## config.mk

```make
export PLATFORM = sky130hd
export DESIGN_NAME = telnet_to_serial_byte_filter_core
export DESIGN_NICKNAME = d
export VERILOG_FILES = /design/src/rtl/core/tsbf_pkg.sv /design/src/rtl/core/telnet_to_serial_byte_filter_core.sv /design/src/rtl/core/tsbf_front.sv /design/src/rtl/core/tsbf_fifo.sv /design/src/rtl/core/tsbf_back.sv
export SDC_FILE = /design/constraint.sdc
export NUM_CORES = 1
export LEC_CHECK = 0
export BUFFER_PORTS_ARGS = -buffer_cell sky130_fd_sc_hd__buf_2
export CAP_MARGIN = 5
export CORE_MARGIN = 4
export CORE_UTILIZATION = 35
export CTS_CLUSTER_SIZE = 28
export DETAILED_ROUTE_END_ITERATION = 7
export PLACE_DENSITY = 0.53
export SYNTH_ARGS = -nofsm -noshare
export SYNTH_HDL_FRONTEND = slang
export SYNTH_HIERARCHICAL = 1
export SYNTH_SLANG_ARGS = --single-unit
export TNS_END_PERCENT = 30
```

## constraint.sdc

```tcl
create_clock -name aclk -period 3.4 [get_ports aclk]
set_clock_uncertainty 0.2 [all_clocks]
set_input_delay 0.68 -clock aclk [delete_from_list [all_inputs] [get_ports aclk]]
set_output_delay 0.68 -clock aclk [all_outputs]
set_load 0.01 [all_outputs]
```

## src/rtl/core/tsbf_pkg.sv

```systemverilog
`timescale 1ns / 1ps
// ----------------------------------------------------------------------------
// tsbf_pkg
// Shared types and constants of the telnet-to-serial byte filter.
// ----------------------------------------------------------------------------
package tsbf_pkg;

    // Byte codes
    localparam logic [7:0] IAC_CODE = 8'd255;
    localparam logic [7:0] NL_CODE  = 8'd10;
    localparam logic [7:0] CR_CODE  = 8'd13;
    localparam logic [7:0] MASK7    = 8'h7f;

    // Configuration register indexes
    localparam int unsigned CFG_IDX_W = 3;
    localparam logic [CFG_IDX_W-1:0] REG_OPTIONS_DISABLED = 3'd0;
    localparam logic [CFG_IDX_W-1:0] REG_NEWLINE_TO_CR    = 3'd1;
    localparam logic [CFG_IDX_W-1:0] REG_CR_ONLY          = 3'd2;
    localparam logic [CFG_IDX_W-1:0] REG_SEVEN_BIT        = 3'd3;
    localparam logic [CFG_IDX_W-1:0] REG_BREAK_ENABLE     = 3'd4;
    localparam logic [CFG_IDX_W-1:0] REG_BREAK_CODE       = 3'd5;

    // Result actions
    localparam logic ACT_SEND  = 1'b0;
    localparam logic ACT_BREAK = 1'b1;

    // Telnet command parsing phase
    typedef enum logic [1:0] {
        PH_DATA = 2'd0,
        PH_CMD  = 2'd1,
        PH_OPT  = 2'd2
    } phase_t;

    // Configuration register set
    typedef struct packed {
        logic       options_disabled;
        logic       newline_to_cr;
        logic       cr_only;
        logic       seven_bit;
        logic       break_enable;
        logic [7:0] break_code;
    } cfg_t;

endpackage

```

## src/rtl/core/telnet_to_serial_byte_filter_core.sv

```systemverilog
`timescale 1ns / 1ps
// ----------------------------------------------------------------------------
// telnet_to_serial_byte_filter_core
// Telnet IAC stripping filter that turns a telnet byte stream into serial
// send-byte and send-break actions.
// m_tvalid rises once the byte has passed the two-entry queue and the result register.
// Throughput: one byte per cycle while m_tready stays high, set by the two-entry queue and result register.
// Command, option and dropped newline bytes are consumed without a result.
// Reset (aresetn low, synchronous) clears parser phase, queue, last byte,
// result valid and all configuration registers to zero.
// ----------------------------------------------------------------------------
module telnet_to_serial_byte_filter_core (
    input  logic                               aclk,
    input  logic                               aresetn,
    input  logic                               cfg_we,
    input  logic [tsbf_pkg::CFG_IDX_W-1:0]     cfg_index,
    input  logic [7:0]                         cfg_wdata,
    input  logic                               s_tvalid,
    output logic                               s_tready,
    input  logic [7:0]                         s_tdata,   // [7:0] in_byte
    output logic                               m_tvalid,
    input  logic                               m_tready,
    output logic [7:0]                         m_tdata,   // [7:0] out_byte
    output logic                               m_tuser    // [0] action
);
    import tsbf_pkg::*;

    cfg_t       cfg_reg;
    logic       f_push_valid;
    logic       f_push_ready;
    logic [7:0] f_push_data;
    logic       q_pop_valid;
    logic       q_pop_ready;
    logic [7:0] q_pop_data;

    // Configuration register writes
    always_ff @(posedge aclk) begin
        if (!aresetn) begin
            cfg_reg <= '0;
        end else if (cfg_we) begin
            case (cfg_index)
                REG_OPTIONS_DISABLED: cfg_reg.options_disabled <= cfg_wdata[0];
                REG_NEWLINE_TO_CR:    cfg_reg.newline_to_cr    <= cfg_wdata[0];
                REG_CR_ONLY:          cfg_reg.cr_only          <= cfg_wdata[0];
                REG_SEVEN_BIT:        cfg_reg.seven_bit        <= cfg_wdata[0];
                REG_BREAK_ENABLE:     cfg_reg.break_enable     <= cfg_wdata[0];
                REG_BREAK_CODE:       cfg_reg.break_code       <= cfg_wdata;
                default:              cfg_reg                  <= cfg_reg;
            endcase
        end
    end

    tsbf_front u_front (
        .aclk       (aclk),
        .aresetn    (aresetn),
        .cfg        (cfg_reg),
        .s_tvalid   (s_tvalid),
        .s_tready   (s_tready),
        .s_tdata    (s_tdata),
        .push_valid (f_push_valid),
        .push_ready (f_push_ready),
        .push_data  (f_push_data)
    );

    tsbf_fifo u_fifo (
        .aclk       (aclk),
        .aresetn    (aresetn),
        .push_valid (f_push_valid),
        .push_ready (f_push_ready),
        .push_data  (f_push_data),
        .pop_valid  (q_pop_valid),
        .pop_ready  (q_pop_ready),
        .pop_data   (q_pop_data)
    );

    tsbf_back u_back (
        .aclk      (aclk),
        .aresetn   (aresetn),
        .cfg       (cfg_reg),
        .pop_valid (q_pop_valid),
        .pop_ready (q_pop_ready),
        .pop_data  (q_pop_data),
        .m_tvalid  (m_tvalid),
        .m_tready  (m_tready),
        .m_tdata   (m_tdata),
        .m_tuser   (m_tuser)
    );

endmodule

```

## src/rtl/core/tsbf_front.sv

```systemverilog
`timescale 1ns / 1ps
// ----------------------------------------------------------------------------
// tsbf_front
// Accepts raw telnet bytes, strips command sequences and pushes data bytes.
// ----------------------------------------------------------------------------
module tsbf_front (
    input  logic           aclk,
    input  logic           aresetn,
    input  tsbf_pkg::cfg_t cfg,
    input  logic           s_tvalid,
    output logic           s_tready,
    input  logic [7:0]     s_tdata,
    output logic           push_valid,
    input  logic           push_ready,
    output logic [7:0]     push_data
);
    import tsbf_pkg::*;

    phase_t phase_reg;
    phase_t phase_next;
    logic   is_iac;
    logic   pass;
    logic   accept;

    assign is_iac   = (s_tdata == IAC_CODE);
    assign s_tready = push_ready;
    assign accept   = s_tvalid && s_tready;

    // Next phase of the command parser
    always_comb begin
        phase_next = phase_reg;
        if (accept) begin
            case (phase_reg)
                PH_CMD:  phase_next = is_iac ? PH_DATA : PH_OPT;
                PH_OPT:  phase_next = PH_DATA;
                default: phase_next = (is_iac && !cfg.options_disabled) ? PH_CMD : PH_DATA;
            endcase
        end
    end

    // Decide whether the byte is data for the back end
    always_comb begin
        case (phase_reg)
            PH_CMD:  pass = is_iac;
            PH_OPT:  pass = 1'b0;
            default: pass = !(is_iac && !cfg.options_disabled);
        endcase
    end

    assign push_valid = s_tvalid && pass;
    assign push_data  = s_tdata;

    // Advance the phase on each transfer
    always_ff @(posedge aclk) begin
        if (!aresetn) begin
            phase_reg <= PH_DATA;
        end else begin
            phase_reg <= phase_next;
        end
    end

    // An option byte is never forwarded
    assert property (@(posedge aclk) disable iff (!aresetn)
        (phase_reg == PH_OPT) |-> !push_valid)
        else $error("option byte forwarded");

    // IAC in data phase with stripping on opens a command
    assert property (@(posedge aclk) disable iff (!aresetn)
        (accept && phase_reg == PH_DATA && is_iac && !cfg.options_disabled)
        |=> (phase_reg == PH_CMD))
        else $error("IAC did not open a command");

    // A command byte other than IAC leads to the option phase
    assert property (@(posedge aclk) disable iff (!aresetn)
        (accept && phase_reg == PH_CMD && !is_iac) |=> (phase_reg == PH_OPT))
        else $error("command byte not followed by option phase");

endmodule

```

## src/rtl/core/tsbf_fifo.sv

```systemverilog
`timescale 1ns / 1ps
// ----------------------------------------------------------------------------
// tsbf_fifo
// Two-entry byte queue between the parser front end and the action back end.
// ----------------------------------------------------------------------------
module tsbf_fifo (
    input  logic       aclk,
    input  logic       aresetn,
    input  logic       push_valid,
    output logic       push_ready,
    input  logic [7:0] push_data,
    output logic       pop_valid,
    input  logic       pop_ready,
    output logic [7:0] pop_data
);
    import tsbf_pkg::*;

    logic [7:0] slot0_reg;
    logic [7:0] slot1_reg;
    logic       wr_ptr_reg;
    logic       wr_ptr_next;
    logic       rd_ptr_reg;
    logic       rd_ptr_next;
    logic [1:0] count_reg;
    logic [1:0] count_next;
    logic       do_push;
    logic       do_pop;

    assign push_ready = (count_reg != 2'd2);
    assign pop_valid  = (count_reg != 2'd0);
    assign pop_data   = rd_ptr_reg ? slot1_reg : slot0_reg;
    assign do_push    = push_valid && push_ready;
    assign do_pop     = pop_valid && pop_ready;

    // Pointer and fill count update
    always_comb begin
        wr_ptr_next = do_push ? !wr_ptr_reg : wr_ptr_reg;
        rd_ptr_next = do_pop ? !rd_ptr_reg : rd_ptr_reg;
        count_next  = count_reg;
        if (do_push && !do_pop) begin
            count_next = count_reg + 2'd1;
        end else if (do_pop && !do_push) begin
            count_next = count_reg - 2'd1;
        end
    end

    always_ff @(posedge aclk) begin
        if (!aresetn) begin
            wr_ptr_reg <= 1'b0;
            rd_ptr_reg <= 1'b0;
            count_reg  <= 2'd0;
        end else begin
            wr_ptr_reg <= wr_ptr_next;
            rd_ptr_reg <= rd_ptr_next;
            count_reg  <= count_next;
        end
    end

    // Store pushed bytes
    always_ff @(posedge aclk) begin
        if (do_push && !wr_ptr_reg) begin
            slot0_reg <= push_data;
        end
        if (do_push && wr_ptr_reg) begin
            slot1_reg <= push_data;
        end
    end

    // Fill count stays within depth
    assert property (@(posedge aclk) disable iff (!aresetn)
        count_reg != 2'd3)
        else $error("queue overfilled");

    // Pointers agree with the fill count
    assert property (@(posedge aclk) disable iff (!aresetn)
        ((count_reg == 2'd0) || (count_reg == 2'd2)) |-> (wr_ptr_reg == rd_ptr_reg))
        else $error("queue pointers out of step");

    // A push and pop together leave the count unchanged
    assert property (@(posedge aclk) disable iff (!aresetn)
        (do_push && do_pop) |=> $stable(count_reg))
        else $error("queue count moved on push and pop");

endmodule

```

## src/rtl/core/tsbf_back.sv

```systemverilog
`timescale 1ns / 1ps
// ----------------------------------------------------------------------------
// tsbf_back
// Applies break match, newline handling and masking, and holds the result.
// ----------------------------------------------------------------------------
module tsbf_back (
    input  logic           aclk,
    input  logic           aresetn,
    input  tsbf_pkg::cfg_t cfg,
    input  logic           pop_valid,
    output logic           pop_ready,
    input  logic [7:0]     pop_data,
    output logic           m_tvalid,
    input  logic           m_tready,
    output logic [7:0]     m_tdata,
    output logic           m_tuser
);
    import tsbf_pkg::*;

    logic       out_valid_reg;
    logic       out_valid_next;
    logic [7:0] out_byte_reg;
    logic       out_action_reg;
    logic [7:0] last_byte_reg;
    logic [7:0] last_byte_next;
    logic       do_pop;
    logic       is_break;
    logic [7:0] nl_byte;
    logic       drop;
    logic [7:0] sent_byte;

    assign pop_ready = !out_valid_reg || m_tready;
    assign do_pop    = pop_valid && pop_ready;

    // Classify and translate the data byte
    always_comb begin
        is_break  = cfg.break_enable && (pop_data == cfg.break_code);
        nl_byte   = (cfg.newline_to_cr && pop_data == NL_CODE) ? CR_CODE : pop_data;
        drop      = !is_break && cfg.cr_only && (nl_byte == NL_CODE)
                    && (last_byte_reg == CR_CODE);
        sent_byte = cfg.seven_bit ? (nl_byte & MASK7) : nl_byte;
    end

    // Track the last processed byte and the output valid
    always_comb begin
        last_byte_next = last_byte_reg;
        out_valid_next = out_valid_reg && !m_tready;
        if (do_pop) begin
            if (drop) begin
                last_byte_next = NL_CODE;
            end else if (!is_break) begin
                last_byte_next = sent_byte;
            end
            if (!drop) begin
                out_valid_next = 1'b1;
            end
        end
    end

    always_ff @(posedge aclk) begin
        if (!aresetn) begin
            out_valid_reg <= 1'b0;
            last_byte_reg <= 8'd0;
        end else begin
            out_valid_reg <= out_valid_next;
            last_byte_reg <= last_byte_next;
        end
    end

    // Load the result register
    always_ff @(posedge aclk) begin
        if (do_pop && !drop) begin
            out_action_reg <= is_break ? ACT_BREAK : ACT_SEND;
            out_byte_reg   <= is_break ? 8'd0 : sent_byte;
        end
    end

    assign m_tvalid = out_valid_reg;
    assign m_tdata  = out_byte_reg;
    assign m_tuser  = out_action_reg;

    // A break carries a zero byte
    assert property (@(posedge aclk) disable iff (!aresetn)
        (m_tvalid && m_tuser == ACT_BREAK) |-> (m_tdata == 8'd0))
        else $error("break result with nonzero byte");

    // A break leaves the last byte untouched
    assert property (@(posedge aclk) disable iff (!aresetn)
        (do_pop && is_break) |=> $stable(last_byte_reg))
        else $error("break changed last byte");

    // A dropped newline produces no result
    assert property (@(posedge aclk) disable iff (!aresetn)
        (do_pop && drop && m_tready) |=> !m_tvalid)
        else $error("dropped newline produced a result");

endmodule
```

==> results of run 1 <==
[metrics by stage]
step	worst slack (ps)	power [W]
final	670	0.00201
after global routing	473	0.00215
after CTS	649	0.00203
after detailed placement	675	0.00166
after global placement	673	0.00166
after floorplan	649	0.00145
[cells in the mapped netlist (2+ instances only)]
cell type	number	area [µm²]
nand2_1	34	128
dfxtp_1	28	561
edfxtp_1	25	751
mux2i_1	13	130
and2_1	11	68.8
buf_4	11	82.6
xnor2_1	10	87.6
o2111ai_1	9	78.8
mux2_2	8	90.1
nand3_1	8	40.0
buf_2	6	30.0
inv_1	6	22.5
or4_1	5	37.5
clkbuf_1	4	15.0
nand4_1	4	25.0
nor4b_1	4	35.0
o211ai_1	4	30.0
a21boi_1	3	22.5
a21o_1	3	22.5
and3_1	3	18.8
and4bb_2	3	37.5
nand2b_1	3	18.8
nand4_2	3	37.5
nor2b_1	3	18.8
o41a_1	3	33.8
a31oi_1	2	12.5
a41o_1	2	20.0
ha_1	2	25.0
nand4b_1	2	17.5
nor2_1	2	7.51
o21ai_0	2	10.0
or3_1	2	12.5
[final timing paths]
kind	cells after the start	slack (ps)	end
setup / recovery	6	670	u_back/m_tdata[6]
hold / removal	2	260	cfg_reg[10]
setup reg to reg	6	670	u_back/m_tdata[6]
hold reg to reg	2	260	cfg_reg[10]
[power by group through the flow]
stage          Combinational, W  Sequential (W)  Clock (W)
5_1_grt                0.000798        0.000934   0.000415
3_3_place_gp           0.000730        0.000929          0
4_1_cts                0.000730        0.000917   0.000385
3_5_place_dp           0.000726        0.000932          0
2_1_floorplan          0.000526        0.000928          0
6_report               0.000721        0.000915   0.000371
[final cells by class]
cell class                      instances  area (µm²)  share of cell area
Sequential cell                        53        1310               0.441
Multi-Input combinational cell        165        1210               0.406
Timing Repair Buffer                   40         215              0.0723
Tap cell                               99         124              0.0416
Clock buffer                            6        82.6              0.0277
Inverter                                6        22.5             0.00757
Clock inverter                          2        12.5             0.00420
[cells by family (layout without fill, tap and decap cells)]
logic type                 Yosys count  after routing
AOI/OAI and AO/OA                   34             34
xor gates and xnor gates            11             11
buffers and inverters               28             54
DFF                                 53             53
muxes                               21             21
adders and majority gates            2              2
and+or+nand+nor                     97             97
[worst reg2reg max path: stages, from the launching register on]
cell,delay (ps)
dfxtp_1,580
mux2_2,480
xnor2_1,230
nand4_2,130
or3_1,470
a21boi_1,170
buf_4,190
[per-layer routing]
layer | vias to the layer above | track usage
li1 | 952 | -
met1 | 873 | 0.174
met2 | 32 | 0.210
met3 | 7 | 0.0260
met4 | 0 | 0.0462
met5 | - | 0
==> flow_metrics.py, run 1 <==
metrics = {
    "outcome": {
        "status": "finished clean",
    },
    "floorplanning": {
        "die_w_um": 95.5,
        "dieArea_mm2": 0.00913,
        "dieHeight_um": 95.5,
        "fp-row-count": 31,
        "initial_core_util": 0.366,
        "pin_count": 35,
        "core_area_mm2": 0.00733,
    },
    "worst_setup_path": {
        "cp_max_fo": 10,
        "slowest_delay_ps": 580,
        "crit_type": "reg -> reg",
        "critical_path_required_ps": 3220,
        "r2r-start": "u_fifo/rd_ptr_reg",
        "cp_num_buf_inv": 1,
        "crit_slowest_cell": "dfxtp_1",
        "crit_chain": "mux2_2 > xnor2_1 > nand4_2 > or3_1 > a21boi_1 > buf_4",
        "path_delay_family": "simple AND/OR/NAND/NOR gates",
        "critical_path_arrival_ps": 2550,
        "worstSetupStartpointType": "register",
        "cp-startpoint": "u_fifo/rd_ptr_reg",
        "cp-end-kind": "register",
    },
    "logic_synthesis": {
        "synth_nets": 272,
        "yosysWarnings": 6,
        "synth-edff-count": 25,
        "synthCells": 246,
        "synth_xor_area_frac": 0.0359,
        "synthFlopType": "dfxtp_1",
        "syn_avg_cell_area_um2": 10.9,
        "ys_seq_area_frac": 0.489,
        "syn-cell-area_mm2": 0.00268,
        "ys_ff_latch": 53,
        "synth_compound_area_frac": 0.103,
        "yosys.area_share.adder": 0.00933,
        "async_flop_share": 0,
        "muxShareOfSynthArea": 0.0821,
        "synth_top_family_by_area": "simple AND/OR/NAND/NOR gates",
        "synth_simple_gate_area_share": 0.220,
        "ys_types": 50,
    },
    "global_route": {
        "antenna_found_initial": 0,
        "grt-ovfl-total": 0,
        "grt_pass1_wl_um": 9150,
        "grt_pass1_vias": 1836,
        "grt_max_degree": 28,
        "grt_use_total": 0.131,
    },
    "routing": {
        "drt-total-wl_um": 5500,
        "drtIter0Drc": 123,
        "dr_wl_met2_um": 2560,
        "vias_per_cell": 5.02,
        "wl_met3_um": 212,
        "via_count": 1864,
        "met1_length_um": 2650,
        "route.detailed.drc": 0,
        "topRoutingLayerUsed": "met4",
        "antenna_left": 0,
        "routedWlPerCell_um": 14.8,
        "first_pass_iters": 4,
    },
    "cts": {
        "ctsRootBufferMaster": "clkbuf_8",
        "numClockSinks": 53,
        "numCtsBuffers": 5,
        "htreeDepth": 2,
        "clockBufferDepth": 2,
        "cts_tree": "yes",
        "cts-resized-gates": 0,
        "post_cts_buffers": 0,
        "hold_buffers": 0,
        "clk_latency_ps": 310,
        "clk_pin_slew_ps": 90,
    },
    "hold_path": {
        "hold_path.class": "reg -> reg",
        "hold_start": "cfg_reg[10]",
    },
    "placed_design": {
        "place.gp.congestion": 0.775,
        "place_hpwl_um": 4030,
        "io_buffer_count": 34,
        "place_area_mm2": 0.00288,
        "dp_cells": 363,
    },
    "sta": {
        "fmax_mhz": 366,
        "timing_max_transition_violations_final": 0,
        "fin_crit_ps": 2730,
        "hold_violations": 0,
        "maxSlewHeadroom": 0.650,
        "setup_viol": 0,
        "rsz0062_at_grt": "no",
        "fin_worst_hold_slack_ps": 260,
        "tns_ps": 0,
        "fin_crit_sh": 0.803,
        "tightest_slew_ps": 518,
    },
    "power": {
        "switchingPower_w": 0.000684,
        "combPwrFrac": 0.359,
        "p_per_area_mw_per_mm2": 674,
        "pwr-share-seq": 0.456,
        "intPower_w": 0.00132,
        "clkPwrFrac": 0.185,
        "leakage_nw": 1.07,
        "swShare": 0.341,
        "ir_drop_v": 0.000285,
    },
    "layout": {
        "fin_nets": 297,
        "drive_gt1_frac": 0.243,
        "antenna_cells": 0,
        "areaGrowthSynthToFinish_pct": 11.0,
        "fin_area_mm2": 0.00298,
        "fillers": 736,
        "instances_no_fill": 371,
        "fin_util": 0.406,
        "final_cell_mix": "nand2_1 (34), buf_2 (34), dfxtp_1 (28), edfxtp_1 (25), mux2i_1 (13)",
        "largest_reg_flops": 13,
    },
    "flow_run": {
        "max_cap_violations": 0,
    },
}
Note: power is estimated with default switching activity, not from simulation.
==> run 2, diff against run 1 <==
--- a/config.mk
+++ b/config.mk
@@ -11,7 +11,7 @@
 export CORE_UTILIZATION = 35
 export CTS_CLUSTER_SIZE = 28
 export DETAILED_ROUTE_END_ITERATION = 7
-export PLACE_DENSITY = 0.53
+export PLACE_DENSITY = 0.55
 export SYNTH_ARGS = -nofsm -noshare
 export SYNTH_HDL_FRONTEND = slang
 export SYNTH_HIERARCHICAL = 1
==> constraint.sdc (replaced) <==
create_clock -name aclk -period 2.35 [get_ports aclk]
set_clock_uncertainty 0.2 [all_clocks]
set_input_delay 0.47 -clock aclk [delete_from_list [all_inputs] [get_ports aclk]]
set_output_delay 0.47 -clock aclk [all_outputs]
set_load 0.01 [all_outputs]
==> flow_metrics.py, run 2 (synthesis results as in run 1) <==
metrics = {
    "floorplanning": {
        "initial_core_util": 0.366,
        "fp-row-count": 31,
        "die_w_um": 95.5,
        "dieArea_mm2": 0.00913,
        "dieHeight_um": 95.5,
        "pin_count": 35,
        "core_area_mm2": 0.00733,
    },
    "worst_setup_path": {
        "crit_slowest_cell": "dfxtp_4",
        "cp_num_buf_inv": 1,
        "slowest_delay_ps": 450,
        "cp_max_fo": 9,
        "critical_path_arrival_ps": 2110,
        "crit_chain": "mux2_4 > xnor2_2 > nand3_2 > or3_4 > buf_4 > and2_1",
        "path_delay_family": "simple AND/OR/NAND/NOR gates",
        "worstSetupStartpointType": "register",
        "critical_path_required_ps": 2210,
        "crit_type": "reg -> reg",
        "cp-end-kind": "register",
    },
    "cts": {
        "numClockSinks": 53,
        "clockBufferDepth": 2,
        "clk_latency_ps": 300,
        "cts_tree": "yes",
        "numCtsBuffers": 5,
        "htreeDepth": 2,
        "hold_buffers": 0,
        "ctsRootBufferMaster": "clkbuf_8",
        "clk_pin_slew_ps": 90,
    },
    "layout": {
        "antenna_cells": 0,
        "instances_no_fill": 397,
        "final_cell_mix": "buf_2 (34), nand2_1 (33), buf_4 (31), dfxtp_1 (26), edfxtp_1 (25)",
        "fin_nets": 324,
        "areaGrowthSynthToFinish_pct": 24.0,
        "largest_reg_flops": 13,
        "final_common_cell": "buf_2",
        "drive_gt1_frac": 0.362,
    },
    "placed_design": {
        "place.gp.congestion": 0.780,
        "place_ws_ps": -43.7,
        "io_buffer_count": 34,
        "dp_cells": 388,
        "place_hpwl_um": 4250,
    },
    "sta": {
        "maxSlewHeadroom": 0.688,
        "timing_max_transition_violations_final": 0,
        "fin_crit_ps": 2250,
        "hold_violations": 0,
        "rsz0062_at_grt": "no",
        "setup_slack_ps": 98.6,
        "fmax_mhz": 444,
        "tightest_slew_ps": 468,
        "fin_crit_sh": 0.958,
        "setup_viol": 0,
    },
    "routing": {
        "drt-total-wl_um": 5540,
        "drtIter0Drc": 59,
        "antenna_left": 0,
        "routedWlPerCell_um": 14.0,
        "vias_per_cell": 4.99,
        "route.detailed.drc": 0,
        "first_pass_iters": 4,
        "via_count": 1980,
    },
    "global_route": {
        "antenna_found_initial": 0,
        "grt_max_degree": 23,
        "grt_pass1_wl_um": 9190,
        "grt_use_total": 0.129,
        "grt_pass1_vias": 1900,
        "grt-ovfl-total": 0,
    },
    "power": {
        "p_per_area_mw_per_mm2": 915,
        "total_power_w": 0.00304,
        "ir_drop_v": 0.000331,
        "leakage_nw": 1.27,
    },
    "flow_run": {
        "max_cap_violations": 0,
    },
    "hold_path": {
        "hold_path.class": "in -> reg",
    },
    "outcome": {
        "status": "finished clean",
    },
}
-- run 2: final cells by class --
type | instances | area [µm²]
Timing Repair Buffer | 66 | 423
Inverter | 6 | 22.5
Multi-Input combinational cell | 166 | 1360
Clock inverter | 1 | 3.75
Sequential cell | 53 | 1320
Fill cell | 714 | 4010
Clock buffer | 6 | 72.6
Tap cell | 99 | 124
-- run 2: power by group --
group          internal, W  switching, W  total, W  leakage (nW)
combinational     0.000630      0.000597   0.00123         0.766
clock             0.000202      0.000272  0.000473        0.0387
sequential         0.00122      0.000123   0.00134         0.466
-- run 2: repair_timing --
action | 4_1_cts | 5_1_grt
resized for setup | 2 | 8
setup buffers | 0 | 1
setup endpoints to repair | 11 | 17
pin swaps | 1 | 2
gates cloned | 1 | 0
-- run 2: per-layer routing --
| metal | track usage | vias up | wire length (µm) | part of all wire |
|---|---|---|---|---|
| met2 | 0.204 | 46 | 2610 | 0.47 |
| li1 | - | 1008 | - | - |
| met3 | 0.0253 | 5 | 263 | 0.047 |
| met1 | 0.177 | 921 | 2610 | 0.47 |
| met5 | 0 | - | 0 | 0 |
| met4 | 0.0391 | 0 | 55 | 0.0099 |
-- run 2: final timing paths --
path	startpoint	endpoint	slack, ps	cells past startpoint
max	u_fifo/rd_ptr_reg	u_back/m_tdata[6]	100	6
min	s_tdata[0]	u_fifo/slot0_reg[0]	190	1
max reg2reg	u_fifo/rd_ptr_reg	u_back/m_tdata[6]	100	6
min reg2reg	u_front/phase_reg[1]	u_front/phase_reg[1]	270	2
-- run 2: through the flow --
step | hold WS, ps | util | area (µm²) | TNS, ps
5_1_grt | 177 | 0.454 | 3330 | 0
6_report | 190 | 0.454 | 3330 | 0
4_1_cts | 181 | 0.446 | 3270 | 0
3_5_place_dp | 264 | 0.433 | 3180 | -433
2_1_floorplan | 230 | - | 2790 | -72.6
3_3_place_gp | 254 | 0.433 | 3180 | -52.7
